**config.mk**
```make
export PLATFORM = sky130hd
export DESIGN_NAME = framebuffer_line_write_framer_core
export DESIGN_NICKNAME = d
export VERILOG_FILES = /design/src/rtl/fbw_pkg.sv /design/src/rtl/fbw_front.sv /design/src/rtl/fbw_queue.sv /design/src/rtl/fbw_back.sv /design/src/rtl/framebuffer_line_write_framer_core.sv
export SDC_FILE = /design/constraint.sdc
export NUM_CORES = 1
export LEC_CHECK = 0
export BUFFER_PORTS_ARGS = -buffer_cell sky130_fd_sc_hd__buf_4
export CORE_MARGIN = 2
export CORE_UTILIZATION = 50
export DETAILED_ROUTE_END_ITERATION = 6
export PLACE_DENSITY = 0.7
export RECOVER_POWER = 100
export SLEW_MARGIN = 20
export SYNTH_ARGS = -nofsm -noshare
export SYNTH_HDL_FRONTEND = slang
export SYNTH_SLANG_ARGS = --single-unit
```
**constraint.sdc**
```tcl
create_clock -name clk -period 3.6 [get_ports clk]
set_clock_uncertainty 0.05 [all_clocks]
set_input_delay 0.54 -clock clk [delete_from_list [all_inputs] [get_ports clk]]
set_output_delay 0.54 -clock clk [all_outputs]
set_load 0.005 [all_outputs]
```
**src/rtl/fbw_pkg.sv**
```systemverilog
`default_nettype none
// ----------------------------------------------------------------------------
// fbw_pkg
// Shared types and constants of the line write framer.
// ----------------------------------------------------------------------------
package fbw_pkg;

  localparam int WIDTH_PIXELS_DEF = 1024;
  localparam int HEIGHT_LINES_DEF = 768;
  localparam int CHUNK_WORDS_DEF  = 256;
  localparam int QUEUE_DEPTH_DEF  = 4;

  localparam logic [7:0] START_BYTE_RST    = 8'd175;
  localparam logic [7:0] WRITE_COMMAND_RST = 8'd104;

  // configuration register indexes
  localparam logic CFG_START_BYTE    = 1'b0;
  localparam logic CFG_WRITE_COMMAND = 1'b1;

  // item operations
  localparam logic OP_BEGIN = 1'b0;
  localparam logic OP_PIXEL = 1'b1;

  // byte slots of one command
  localparam logic [2:0] BYTE_START   = 3'd0;
  localparam logic [2:0] BYTE_CMD     = 3'd1;
  localparam logic [2:0] BYTE_ADDR_HI = 3'd2;
  localparam logic [2:0] BYTE_ADDR_MD = 3'd3;
  localparam logic [2:0] BYTE_ADDR_LO = 3'd4;
  localparam logic [2:0] BYTE_COUNT   = 3'd5;
  localparam logic [2:0] BYTE_PIX_LO  = 3'd6;
  localparam logic [2:0] BYTE_PIX_HI  = 3'd7;

  typedef struct packed {
    logic        hdr;
    logic [23:0] addr;
    logic [7:0]  words;
    logic [15:0] pixel;
  } fbw_entry_t;

endpackage
`default_nettype wire

```
**src/rtl/fbw_front.sv**
```systemverilog
`default_nettype none
// ----------------------------------------------------------------------------
// fbw_front
// Accepts items, clips lines, tracks chunks and queues pixel work.
// ----------------------------------------------------------------------------
module fbw_front #(
  parameter int WIDTH_PIXELS = fbw_pkg::WIDTH_PIXELS_DEF,
  parameter int HEIGHT_LINES = fbw_pkg::HEIGHT_LINES_DEF,
  parameter int CHUNK_WORDS  = fbw_pkg::CHUNK_WORDS_DEF
) (
  input  wire logic               clk,
  input  wire logic               rst_n,
  input  wire logic               in_valid,
  input  wire logic               in_op,
  input  wire logic [11:0]        in_column,
  input  wire logic [11:0]        in_row,
  input  wire logic [12:0]        in_pixel_count,
  input  wire logic [15:0]        in_pixel_word,
  input  wire logic               q_full,
  output logic                    push,
  output fbw_pkg::fbw_entry_t     push_entry
);

  logic [12:0] pixels_remaining_r, pixels_remaining_nxt;
  logic [8:0]  chunk_words_left_r, chunk_words_left_nxt;
  logic [23:0] byte_address_r, byte_address_nxt;
  logic        accept;
  logic [13:0] end_col;
  logic [12:0] clip_cnt;
  logic [24:0] lin_addr;
  logic [8:0]  words;
  logic        need_hdr;

  assign accept = in_valid && !q_full;
  assign end_col = 14'(in_column) + 14'(in_pixel_count);
  assign lin_addr = 25'(in_row) * 25'(WIDTH_PIXELS) + 25'(in_column);
  assign need_hdr = (chunk_words_left_r == 9'd0);
  assign words = (pixels_remaining_r > 13'(CHUNK_WORDS)) ? 9'(CHUNK_WORDS)
                                                         : pixels_remaining_r[8:0];

  always_comb begin
    if (13'(in_row) >= 13'(HEIGHT_LINES) || 13'(in_column) >= 13'(WIDTH_PIXELS)) begin
      clip_cnt = 13'd0;
    end else if (end_col > 14'(WIDTH_PIXELS)) begin
      clip_cnt = 13'(WIDTH_PIXELS) - 13'(in_column);
    end else begin
      clip_cnt = in_pixel_count;
    end
  end

  assign push = accept && (in_op == fbw_pkg::OP_PIXEL) && (pixels_remaining_r != 13'd0);

  always_comb begin
    push_entry.hdr   = need_hdr;
    push_entry.addr  = byte_address_r;
    push_entry.words = words[7:0];
    push_entry.pixel = in_pixel_word;
  end

  always_comb begin
    pixels_remaining_nxt = pixels_remaining_r;
    chunk_words_left_nxt = chunk_words_left_r;
    byte_address_nxt     = byte_address_r;
    if (accept && (in_op == fbw_pkg::OP_BEGIN)) begin
      pixels_remaining_nxt = clip_cnt;
      chunk_words_left_nxt = 9'd0;
      byte_address_nxt     = {lin_addr[22:0], 1'b0};
    end else if (push) begin
      pixels_remaining_nxt = pixels_remaining_r - 13'd1;
      chunk_words_left_nxt = (need_hdr ? words : chunk_words_left_r) - 9'd1;
      byte_address_nxt     = byte_address_r + 24'd2;
    end
  end

  always_ff @(posedge clk) begin
    if (!rst_n) begin
      pixels_remaining_r <= 13'd0;
      chunk_words_left_r <= 9'd0;
      byte_address_r     <= 24'd0;
    end else begin
      pixels_remaining_r <= pixels_remaining_nxt;
      chunk_words_left_r <= chunk_words_left_nxt;
      byte_address_r     <= byte_address_nxt;
    end
  end

`ifndef NO_ASSERTIONS
  a_chunk_le_rem: assert property (@(posedge clk) disable iff (!rst_n)
    (pixels_remaining_r == 13'd0) |-> (chunk_words_left_r == 9'd0))
    else $error("chunk words left without pixels remaining");
`endif

endmodule
`default_nettype wire

```
**src/rtl/fbw_queue.sv**
```systemverilog
`default_nettype none
// ----------------------------------------------------------------------------
// fbw_queue
// Short queue of pixel work between the front and back parts.
// ----------------------------------------------------------------------------
module fbw_queue #(
  parameter int DEPTH = fbw_pkg::QUEUE_DEPTH_DEF
) (
  input  wire logic                clk,
  input  wire logic                rst_n,
  input  wire logic                push,
  input  wire fbw_pkg::fbw_entry_t push_entry,
  input  wire logic                pop,
  output logic                     full,
  output logic                     q_valid,
  output fbw_pkg::fbw_entry_t      head
);

  localparam int PTR_W = $clog2(DEPTH);
  localparam int CNT_W = $clog2(DEPTH + 1);

  fbw_pkg::fbw_entry_t mem_r [DEPTH];
  logic [PTR_W-1:0] wr_ptr_r, wr_ptr_nxt;
  logic [PTR_W-1:0] rd_ptr_r, rd_ptr_nxt;
  logic [CNT_W-1:0] count_r, count_nxt;

  assign full    = (count_r == CNT_W'(DEPTH));
  assign q_valid = (count_r != '0);
  assign head    = mem_r[rd_ptr_r];

  always_comb begin
    wr_ptr_nxt = wr_ptr_r;
    rd_ptr_nxt = rd_ptr_r;
    count_nxt  = count_r;
    if (push) begin
      wr_ptr_nxt = (wr_ptr_r == PTR_W'(DEPTH - 1)) ? '0 : wr_ptr_r + 1'b1;
    end
    if (pop) begin
      rd_ptr_nxt = (rd_ptr_r == PTR_W'(DEPTH - 1)) ? '0 : rd_ptr_r + 1'b1;
    end
    if (push && !pop) begin
      count_nxt = count_r + 1'b1;
    end else if (pop && !push) begin
      count_nxt = count_r - 1'b1;
    end
  end

  always_ff @(posedge clk) begin
    if (!rst_n) begin
      wr_ptr_r <= '0;
      rd_ptr_r <= '0;
      count_r  <= '0;
    end else begin
      wr_ptr_r <= wr_ptr_nxt;
      rd_ptr_r <= rd_ptr_nxt;
      count_r  <= count_nxt;
    end
  end

  always_ff @(posedge clk) begin
    if (push) begin
      mem_r[wr_ptr_r] <= push_entry;
    end
  end

`ifndef NO_ASSERTIONS
  a_count_max: assert property (@(posedge clk) disable iff (!rst_n)
    count_r <= CNT_W'(DEPTH))
    else $error("queue count over depth");
  a_no_overflow: assert property (@(posedge clk) disable iff (!rst_n)
    !(push && full))
    else $error("push into full queue");
  a_no_underflow: assert property (@(posedge clk) disable iff (!rst_n)
    !(pop && !q_valid))
    else $error("pop from empty queue");
`endif

endmodule
`default_nettype wire

```
**src/rtl/fbw_back.sv**
```systemverilog
`default_nettype none
// ----------------------------------------------------------------------------
// fbw_back
// Serializes queued pixel work into command bytes, one byte per cycle while the output is not stalled.
// ----------------------------------------------------------------------------
module fbw_back (
  input  wire logic                clk,
  input  wire logic                rst_n,
  input  wire logic                q_valid,
  input  wire fbw_pkg::fbw_entry_t head,
  input  wire logic [7:0]          start_byte,
  input  wire logic [7:0]          write_command,
  output logic                     pop,
  output logic                     out_valid,
  input  wire logic                out_stall,
  output logic [7:0]               out_byte,
  output logic                     out_last_of_run
);

  logic [2:0] idx_r, idx_nxt;
  logic [2:0] cur_idx;
  logic       advance;
  logic [7:0] sel_byte;
  logic       out_valid_r, out_valid_nxt;
  logic [7:0] out_byte_r;
  logic       out_last_r;

  // entries without a header start at the data bytes
  assign cur_idx = (idx_r == fbw_pkg::BYTE_START && !head.hdr) ? fbw_pkg::BYTE_PIX_LO
                                                                : idx_r;
  assign advance = q_valid && (!out_valid_r || !out_stall);
  assign pop     = advance && (cur_idx == fbw_pkg::BYTE_PIX_HI);

  always_comb begin
    case (cur_idx)
      fbw_pkg::BYTE_START:   sel_byte = start_byte;
      fbw_pkg::BYTE_CMD:     sel_byte = write_command;
      fbw_pkg::BYTE_ADDR_HI: sel_byte = head.addr[23:16];
      fbw_pkg::BYTE_ADDR_MD: sel_byte = head.addr[15:8];
      fbw_pkg::BYTE_ADDR_LO: sel_byte = head.addr[7:0];
      fbw_pkg::BYTE_COUNT:   sel_byte = head.words;
      fbw_pkg::BYTE_PIX_LO:  sel_byte = head.pixel[7:0];
      fbw_pkg::BYTE_PIX_HI:  sel_byte = head.pixel[15:8];
      default:               sel_byte = 8'h00;
    endcase
  end

  always_comb begin
    idx_nxt = idx_r;
    if (advance) begin
      idx_nxt = (cur_idx == fbw_pkg::BYTE_PIX_HI) ? fbw_pkg::BYTE_START : cur_idx + 3'd1;
    end
  end

  always_comb begin
    out_valid_nxt = out_valid_r;
    if (advance) begin
      out_valid_nxt = 1'b1;
    end else if (!out_stall) begin
      out_valid_nxt = 1'b0;
    end
  end

  always_ff @(posedge clk) begin
    if (!rst_n) begin
      idx_r       <= fbw_pkg::BYTE_START;
      out_valid_r <= 1'b0;
    end else begin
      idx_r       <= idx_nxt;
      out_valid_r <= out_valid_nxt;
    end
  end

  always_ff @(posedge clk) begin
    if (advance) begin
      out_byte_r <= sel_byte;
      out_last_r <= (cur_idx == fbw_pkg::BYTE_PIX_HI);
    end
  end

  assign out_valid       = out_valid_r;
  assign out_byte        = out_byte_r;
  assign out_last_of_run = out_last_r;

`ifndef NO_ASSERTIONS
  a_mid_entry: assert property (@(posedge clk) disable iff (!rst_n)
    (idx_r != fbw_pkg::BYTE_START) |-> q_valid)
    else $error("entry left queue while being serialized");
  a_hdr_walk: assert property (@(posedge clk) disable iff (!rst_n)
    (advance && cur_idx != fbw_pkg::BYTE_PIX_HI) |=> (idx_r == $past(cur_idx) + 3'd1))
    else $error("byte slot skipped");
`endif

endmodule
`default_nettype wire

```
**src/rtl/framebuffer_line_write_framer_core.sv**
```systemverilog
`default_nettype none
// ----------------------------------------------------------------------------
// framebuffer_line_write_framer_core
// Frames lines of 16-bit pixels into raw-write command bytes.
// ----------------------------------------------------------------------------
// Usage:
//   Input channel (in_valid / in_stall): in_op = 0 begins a line with
//   in_column, in_row, in_pixel_count; in_op = 1 carries one pixel. A begin
//   item and a pixel beyond the clipped count produce no output.
//   Output channel (out_valid / out_stall): command bytes, with
//   out_last_of_run marking the final byte caused by an input pixel.
//   Config port: cfg_we, cfg_index, cfg_data; write only while idle.
// Timing:
//   With the queue empty, the first byte of a pixel passes through the queue
//   and then the output register. A pixel yields 2 output bytes, 8 when it
//   opens a chunk (six header bytes); the output register sends one byte per
//   cycle while out_stall is low. A four-entry queue lets the input run ahead,
//   so items are taken every cycle until it fills.
// Reset:
//   Registers return to 175 / 104, line state clears, queue empties.
// Stall:
//   A stalled byte holds; the queue fills and then in_stall rises.
// ----------------------------------------------------------------------------
module framebuffer_line_write_framer_core #(
  parameter int WIDTH_PIXELS = fbw_pkg::WIDTH_PIXELS_DEF,
  parameter int HEIGHT_LINES = fbw_pkg::HEIGHT_LINES_DEF,
  parameter int CHUNK_WORDS  = fbw_pkg::CHUNK_WORDS_DEF,
  parameter int QUEUE_DEPTH  = fbw_pkg::QUEUE_DEPTH_DEF
) (
  input  wire logic        clk,
  input  wire logic        rst_n,
  input  wire logic        cfg_we,
  input  wire logic        cfg_index,
  input  wire logic [7:0]  cfg_data,
  input  wire logic        in_valid,
  output logic             in_stall,
  input  wire logic        in_op,
  input  wire logic [11:0] in_column,
  input  wire logic [11:0] in_row,
  input  wire logic [12:0] in_pixel_count,
  input  wire logic [15:0] in_pixel_word,
  output logic             out_valid,
  input  wire logic        out_stall,
  output logic [7:0]       out_byte,
  output logic             out_last_of_run
);

  logic [7:0] start_byte_r, start_byte_nxt;
  logic [7:0] write_command_r, write_command_nxt;
  logic       q_full;
  logic       q_valid;
  logic       push;
  logic       pop;
  fbw_pkg::fbw_entry_t push_entry;
  fbw_pkg::fbw_entry_t head;

  always_comb begin
    start_byte_nxt    = start_byte_r;
    write_command_nxt = write_command_r;
    if (cfg_we) begin
      case (cfg_index)
        fbw_pkg::CFG_START_BYTE:    start_byte_nxt = cfg_data;
        fbw_pkg::CFG_WRITE_COMMAND: write_command_nxt = cfg_data;
        default: ;
      endcase
    end
  end

  always_ff @(posedge clk) begin
    if (!rst_n) begin
      start_byte_r    <= fbw_pkg::START_BYTE_RST;
      write_command_r <= fbw_pkg::WRITE_COMMAND_RST;
    end else begin
      start_byte_r    <= start_byte_nxt;
      write_command_r <= write_command_nxt;
    end
  end

  assign in_stall = q_full;

  fbw_front #(
    .WIDTH_PIXELS (WIDTH_PIXELS),
    .HEIGHT_LINES (HEIGHT_LINES),
    .CHUNK_WORDS  (CHUNK_WORDS)
  ) u_front (
    .clk            (clk),
    .rst_n          (rst_n),
    .in_valid       (in_valid),
    .in_op          (in_op),
    .in_column      (in_column),
    .in_row         (in_row),
    .in_pixel_count (in_pixel_count),
    .in_pixel_word  (in_pixel_word),
    .q_full         (q_full),
    .push           (push),
    .push_entry     (push_entry)
  );

  fbw_queue #(
    .DEPTH (QUEUE_DEPTH)
  ) u_queue (
    .clk        (clk),
    .rst_n      (rst_n),
    .push       (push),
    .push_entry (push_entry),
    .pop        (pop),
    .full       (q_full),
    .q_valid    (q_valid),
    .head       (head)
  );

  fbw_back u_back (
    .clk             (clk),
    .rst_n           (rst_n),
    .q_valid         (q_valid),
    .head            (head),
    .start_byte      (start_byte_r),
    .write_command   (write_command_r),
    .pop             (pop),
    .out_valid       (out_valid),
    .out_stall       (out_stall),
    .out_byte        (out_byte),
    .out_last_of_run (out_last_of_run)
  );

endmodule
`default_nettype wire

```
# Word level (Yosys, flattened, before mapping)
# Memory sizes are Yosys's and may differ from the RTL's. A register that Yosys moved wholly into a read port is not among the register bits.
# Cells that the tools add are included.
# classes
n_addsub	11
magnitude_cmp	4
n_eq_ne	11
n_mux	21
bitwise_logic	3
reduce_logical	27
# op_table
op	n
case mux 8 bit (8 select lines)	1
two-way mux 13 bit	4
two-way mux 24 bit	2
adder 24 x 2 -> 24 bit (second input constant)	1
adder 22 x 12 -> 23 bit	1
two-way mux 9 bit	2
equality test 3 bit (second input constant)	5
adder 12 x 13 -> 14 bit	1
> comparator 14 x 11 -> 1 bit (second input constant)	1
> comparator 13 x 9 -> 1 bit (second input constant)	1
nonzero test 13 bit	1
subtractor 11 x 12 -> 13 bit (first input constant)	1
subtractor 13 x 1 -> 13 bit (second input constant)	1
greater-or-equal comparator 12 x 10 -> 1 bit (second input constant)	1
greater-or-equal comparator 12 x 11 -> 1 bit (second input constant)	1
two-way mux 3 bit	4
logical AND 1 bit	9
zero test 9 bit	1
subtractor 9 x 1 -> 9 bit (second input constant)	1
two-way mux 2 bit	4
adder 3 x 1 -> 3 bit (second input constant)	2
equality test 3 x 2 -> 1 bit (second input constant)	2
zero test 1 bit	6
zero test 3 bit	2
12 further kinds	22
# word_totals
register_bits	82
ramBits	196
input_bits	68
elab_cells	91
n_memories	1
# mem_list
memory	depth	width	read_ports	rd_clocked_by_memory_dff	write_ports	line_no	text
u_queue.mem_r	4	49	1	1	1	fbw_queue.sv:22	fbw_pkg::fbw_entry_t mem_r [DEPTH];

# Depth between registers and ports, before layout
# Gate-level depths: netlist (run 1).
# logic_depth
ltp_word	9
mapped_depth	14
depth_no_buf	13

# Cells and area by module
# Synthesis (run 1) repeated with hierarchy kept, for this count alone.
# hier_totals
cells_unflattened	993
hier_area_um2	13182.6
# by_module_without_submodules
module	n_inst	cells_each	area_per_inst_um2	seq_area_each_um2
fbw_queue	1	300	7551.0	6065.8
fbw_front	1	520	3968.8	900.9
fbw_back	1	102	1021.0	350.3
framebuffer_line_write_framer_core	1	71	641.9	320.3

# Worst setup path before layout (run 1)
# Ideal clock, no wire load.
# synth_path
kind	register to register
start	reg with a tool-made name
end	reg u_queue.count_r[2]
setup_time_ns	0.076
arrival_time_ns	3.376
setup_slack_ns	0.098
stages_incl_launch_ff	15
n_path_buf	3
synth_period_minus_slack_ns	3.502
path_cell_list	dfxtp_1 -> mux4_2 -> or2_2 -> o21bai_2 -> buf_2 -> buf_2 -> ha_1 -> buf_1 -> nand2_1 -> ha_1 -> inv_1 -> fa_1 -> xor2_1 -> or3_1 -> a21boi_0
# synth_rtl
item	line_no	text
end signal: assignment	fbw_queue.sv:56	count_r <= count_nxt;
end: declaration	fbw_queue.sv:25	logic [CNT_W-1:0] count_r, count_nxt;

# Worst setup path in the final report (run 1)
# layout_path
start	in in_column[0]
end	reg u_front.pixels_remaining_r[6]
# layout_via
elab_chain_len	5
# layout_lines
item	line_no	text
start: declaration	framebuffer_line_write_framer_core.sv:38	input wire logic [11:0] in_column,
adder 12 x 13 -> 14 bit	fbw_front.sv:35	assign end_col = 14'(in_column) + 14'(in_pixel_count);
> comparator 14 x 11 -> 1 bit	fbw_front.sv:44	end else if (end_col > 14'(WIDTH_PIXELS)) begin
two-way mux 13 bit	fbw_front.sv:44	
two-way mux 13 bit *	fbw_front.sv:42	if (13'(in_row) >= 13'(HEIGHT_LINES) || 13'(in_column) >= 13'(WIDTH_PIXELS)) begin
two-way mux 13 bit *	fbw_front.sv:64	if (accept && (in_op == fbw_pkg::OP_BEGIN)) begin
end signal: assignment	fbw_front.sv:81	pixels_remaining_r <= pixels_remaining_nxt;
end: declaration	fbw_front.sv:24	logic [12:0] pixels_remaining_r, pixels_remaining_nxt;
# Mark *: on every way between the ends. The rest lies on a longest branch, timed or not.
# A chain may end at the register's enable or synchronous reset.

==> metrics.csv, run 1 <==
metric,value,unit
status,finished with violations,
violations,"max-capacitance violations, max-slew violations",
yosysSeqAreaShare,0.597,
cts.sinks,275,
grt_overflow,0,
required,3960,ps
grt_pass1_wl,44.7,mm
syn_area_per_cell,12.8,um^2
max_slew_margin,-0.398,
r2r_start,u_queue.mem_r[2][48],
dieArea,0.0265,mm^2
final_cells,1419,
fin_crit_sh,0.900,
die_y,163,um
cts_tree,done,
clock_path_buffers,3,
synthesis.nets,1086,
postCtsHoldBufs,0,
endpoint_kind,flip-flop,
ir_drop,0.000463,V
drive_above_1_share,0.179,
regArea,0.00752,mm^2
initial_core_util,0.504,
final_cell_area,0.0144,mm^2
drt-pass1-iter-count,5,
ctsResizeCount,0,
clk_root_buffer_cell,clkbuf_16,
wl_per_cell,19.7,um
critPathKind,input port to flip-flop,
setup_tns,0,ps
io_buffers,78,
hp-start,cfg_data[2],
syn_inst,985,
placed_cell_area,0.0136,mm^2
worst_skew_pair.late_latency,540,ps
grt_pass1_vias,8206,
synth-edff-count,201,
core_area,0.0250,mm^2
finalHoldViolCount,0,
placed_cells,1367,
cts-htree-levels,1,
drtIter0Drc,747,
cp-start-kind,input port,
cts_made_buffers,28,
grt_max_degree,49,
num_rows,58,
min_period,3240,ps
route.detailed.drc,0,
post_cts_buffers,0,
synthesis.area,0.0126,mm^2
async_flop_share,0,
grtUsageTotal,0.217,
via_per_inst,5.81,
clk_pin_slew,60,ps
antenna_found_initial,0,
dpl.hpwl,19.2,mm
power.leakage,5.05,nW
crit_arrival,3600,ps
num_antenna_cells,0,
crit_start,in_column[0],
multi_input_area,0.00478,mm^2
p_per_area,720,mW/mm^2
area_growth_syn_to_layout,14.2,%
die_w,163,um
routabilityCongestion,0.935,
vias,8246,
rsz0062_at_grt,false,
routed_wl,27.9,mm
worstPathMaxFanout,11,
hp-class,input port to flip-flop,
ys_warn_count,0,
nets,1168,
max_cap_violations,1,
finalSetupViolCount,0,
tightest_slew,2100,ps
slew_violations,42,
ys_ff_latch,275,
synthFlopType,edfxtp_1,
io-pin-count,79,
fillers,2054,
ant_nets,0,
yosysUniqueCellTypes,67,
max_freq,0.309,GHz
worst max-delay path, cell delays in order:
cell      delay (ps)
buf_4            120
ha_1             190
inv_1             60
fa_1             430
nand2b_1         200
a21oi_1          220
mux2i_1          110
or4b_1           530
a2111o_1         290
o21ai_0          260
and2_1           480
o211ai_1         170
through the flow:
step / worst slack [ps] / hold WS, ps / util / power, mW
2_1_floorplan: 98.4 / 386 / - / 6.61
3_3_place_gp: 216 / 396 / 0.545 / 7.60
3_5_place_dp: 193 / 406 / 0.545 / 7.68
4_1_cts: 363 / 131 / 0.581 / 10.5
5_1_grt: 157 / 168 / 0.576 / 11.0
6_report: 360 / 178 / 0.576 / 10.3
placed cells by master, fill, tap and decap left out, drive strengths merged, types with 22 or more instances in the layout:
cell	count
a21oi	42
buf	63
clkbuf	74
dfxtp	74
edfxtp	201
ha	30
inv	24
mux4	48
nand2	136
nand3	28
nor2	48
nor3	29
o21ai	31
xnor2	22
synthesized netlist by cell type (all sizes together) (11+ instances only):
| master | instances | share of area |
|---|---|---|
| edfxtp | 201 | 0.48 |
| nand2 | 136 | 0.041 |
| dfxtp | 74 | 0.12 |
| mux4 | 48 | 0.086 |
| nor2 | 48 | 0.014 |
| a21oi | 42 | 0.017 |
| clkbuf | 32 | 0.0095 |
| o21ai | 31 | 0.013 |
| ha | 30 | 0.030 |
| nor3 | 29 | 0.012 |
| nand3 | 28 | 0.011 |
| inv | 23 | 0.0069 |
| xnor2 | 22 | 0.015 |
| xor2 | 21 | 0.015 |
| and2 | 18 | 0.0091 |
| nor2b | 17 | 0.0085 |
| o211ai | 16 | 0.0095 |
| a211oi | 15 | 0.0089 |
| buf | 15 | 0.0061 |
| and3 | 14 | 0.0070 |
| nand4 | 12 | 0.0060 |
| a221oi | 11 | 0.0077 |
cell families (layout without fill, tap and decap cells):
kind of cell,Yosys count,in the layout,share of synthesized area
and+or+nand+nor,335,335,0.128
AOI/OAI and AO/OA,168,168,0.0910
muxes,60,60,0.0962
adders and majority gates,33,33,0.0346
DFF,275,275,0.597
xor gates and xnor gates,43,43,0.0299
buffers and inverters,71,175,0.0228
flip-flops by register name, indices dropped and copies added (netlist names), named ones only:
signal,count
u_queue.mem_r,192
u_front.byte_address_r,23
u_front.pixels_remaining_r,13
u_front.chunk_words_left_r,9
start_byte_r,8
u_back.out_byte,8
write_command_r,8
u_back.idx_r,3
u_queue.count_r,3
u_queue.rd_ptr_r,2
u_queue.wr_ptr_r,2
u_back.out_last_of_run,1
u_back.out_valid,1
where the power goes:
| group | leakage [nW] | switching (mW) | internal, mW |
|---|---|---|---|
| Combinational | 2.16 | 1.95 | 1.26 |
| Sequential | 2.45 | 0.281 | 4.08 |
| Clock | 0.439 | 1.16 | 1.61 |
cell type report:
class / count / area share
Tap cell: 330 / 0.0287
Sequential cell: 275 / 0.523
Clock inverter: 14 / 0.00810
Inverter: 24 / 0.00627
Multi-Input combinational cell: 639 / 0.333
Clock buffer: 38 / 0.0548
Timing Repair Buffer: 99 / 0.0460
worst paths after layout:
path | endpoint | slack [ps] | depth (start not counted)
worst max-delay path | u_front.pixels_remaining_r[6] | 360 | 12
worst min-delay path | start_byte_r[2] | 180 | 3
worst max register to register | u_back.out_byte[5] | 360 | 8
worst min register to register | write_command_r[1] | 410 | 2
routing by layer:
layer / vias up / global-route usage / share of wire / wire length [um]
met5: - / 0 / 0 / 0
met4: 0 / 0.0700 / 0.028 / 769
met3: 55 / 0.0306 / 0.053 / 1490
met2: 266 / 0.358 / 0.48 / 13400
met1: 4032 / 0.301 / 0.44 / 12200
li1: 3893 / - / - / -
Power figures use the tool's default switching activity.
==> run 2: changes to the inputs <==
==> constraint.sdc (replaced) <==
create_clock -name clk -period 3.6 [get_ports clk]
set_clock_uncertainty 0.05 [all_clocks]
set_input_delay 0.54 -clock clk [delete_from_list [all_inputs] [get_ports clk]]
set_output_delay 0.54 -clock clk [all_outputs]
set_load 0.02 [all_outputs]
==> metrics.csv, run 2 (synthesis results as in run 1) <==
metric,value,unit
slew_violations,42,
reg2reg_to,u_back.out_byte[5],
cts-htree-levels,1,
initial_core_util,0.504,
p_per_area,725,mW/mm^2
status,finished with violations,
drive_above_1_share,0.170,
nets,1168,
finalSetupViolCount,0,
biggestRegsByFlops,"u_queue.mem_r x192, u_front.byte_address_r x23, u_front.pixels_remaining_r x13",
largest_reg_flops,192,
die_y,163,um
drt-pass1-iter-count,5,
utilization,0.574,
cp.buffers_inverters,2,
regArea,0.00752,mm^2
num_rows,58,
placed_cell_area,0.0136,mm^2
crit_arrival,3600,ps
ant_nets,0,
placed_cells,1367,
dp_slack,193,ps
postCtsHoldBufs,0,
setup_tns,0,ps
ir_drop,0.000484,V
top_register,u_queue.mem_r,
ff2ff_setup_slack,360,ps
multi_input_area,0.00478,mm^2
io-pin-count,79,
fillers,2051,
io_buffers,78,
cp_slowest_cell,or4b_1,
max_freq,0.308,GHz
worst_skew_pair.late_latency,540,ps
r2r_start,u_queue.mem_r[3][48],
routed_wl,28.0,mm
clk_pin_slew,60,ps
grt_pass1_wl,44.7,mm
core_area,0.0250,mm^2
violations,"max-capacitance violations, max-slew violations",
drtIter0Drc,770,
route.detailed.drc,0,
use_met1,0.301,
cts.sinks,275,
vias,8211,
hold_slack,177,ps
grt_max_degree,49,
wl_per_cell,19.7,um
cp_cell_sequence,"buf_4, ha_1, inv_1, fa_1, nand2b_1, a21oi_1, mux2i_1, or4b_1, a2111o_1, o21ai_0, and2_1, o211ai_1",
total_power,10.4,mW
grt_pass1_vias,8206,
final_cell_area,0.0143,mm^2
cpLargestDelayFamily,simple AND/OR/NAND/NOR gates,
dpl.hpwl,19.2,mm
worstPathMaxFanout,11,
worstSetupEndpoint,u_front.pixels_remaining_r[6],
r2r_cells,8,
tightest_slew,2090,ps
clock_path_buffers,3,
final_cells,1419,
setup_ws,355,ps
routabilityCongestion,0.935,
cts_made_buffers,28,
required,3960,ps
finalHoldViolCount,0,
critPathKind,input port to flip-flop,
power.leakage,5.02,nW
area_growth_syn_to_layout,13.9,%
grtUsageTotal,0.217,
min_period,3250,ps
path_depth,12,
grt.busiest_layer,met2,
clk_root_buffer_cell,clkbuf_16,
cp-start-kind,input port,
final_common_cell,edfxtp_1,
die_w,163,um
grt_util_met2,0.358,
num_antenna_cells,0,
post_cts_buffers,0,
dieArea,0.0265,mm^2
rsz0062_at_grt,false,
cts_tree,done,
max_cap_violations,1,
met3_usage,0.0306,
via_per_inst,5.79,
antenna_found_initial,0,
cpPeakStageDelay,530,ps
fin_crit_sh,0.901,
ctsResizeCount,0,
crit_start,in_column[0],
grt_overflow,0,
final_cell_mix,"edfxtp_1 (201), nand2_1 (136), dfxtp_1 (72)",
endpoint_kind,flip-flop,
hp-class,input port to flip-flop,
max_slew_margin,-0.395,
-- run 2: layout make-up --
class | count | share of cell area
clock buffer | 38 | 0.0550
clock inverter | 14 | 0.00812
inverter | 24 | 0.00628
multi-input combinational | 639 | 0.334
sequential | 275 | 0.525
tap | 330 | 0.0288
timing repair buffer | 99 | 0.0435
-- run 2: layer usage --
| metal | share of wire | routed length [um] |
|---|---|---|
| met1 | 0.44 | 12300 |
| met2 | 0.48 | 13400 |
| met3 | 0.054 | 1520 |
| met4 | 0.028 | 782 |
| met5 | 0 | 0 |
-- run 2: report_power, final --
part / switching (mW) / internal [mW] / total [mW]
Combinational: 2.03 / 1.23 / 3.26
Sequential: 0.280 / 4.08 / 4.36
Clock: 1.16 / 1.61 / 2.77
-- run 2: worst register-to-register path: cells and delay by family (launching register included) --
kind                       cells  cell delay (ps)
DFF                            1              370
buffers and inverters          1              210
and+or+nand+nor                3             1310
muxes                          1              480
adders and majority gates      1              370
AOI/OAI and AO/OA              2              180
-- run 2: worst min path at each step --
stage                            start                   to  slack (ps)  cells after the start
floorplan           write_command_r[4]   write_command_r[4]         390                      2
global placement    write_command_r[1]   write_command_r[1]         400                      2
detailed placement  write_command_r[2]   write_command_r[2]         410                      2
CTS                   in_pixel_word[6]  u_queue.mem_r[2][6]         130                      1
global route               cfg_data[5]      start_byte_r[5]         170                      3
finish                     cfg_data[2]      start_byte_r[2]         180                      3
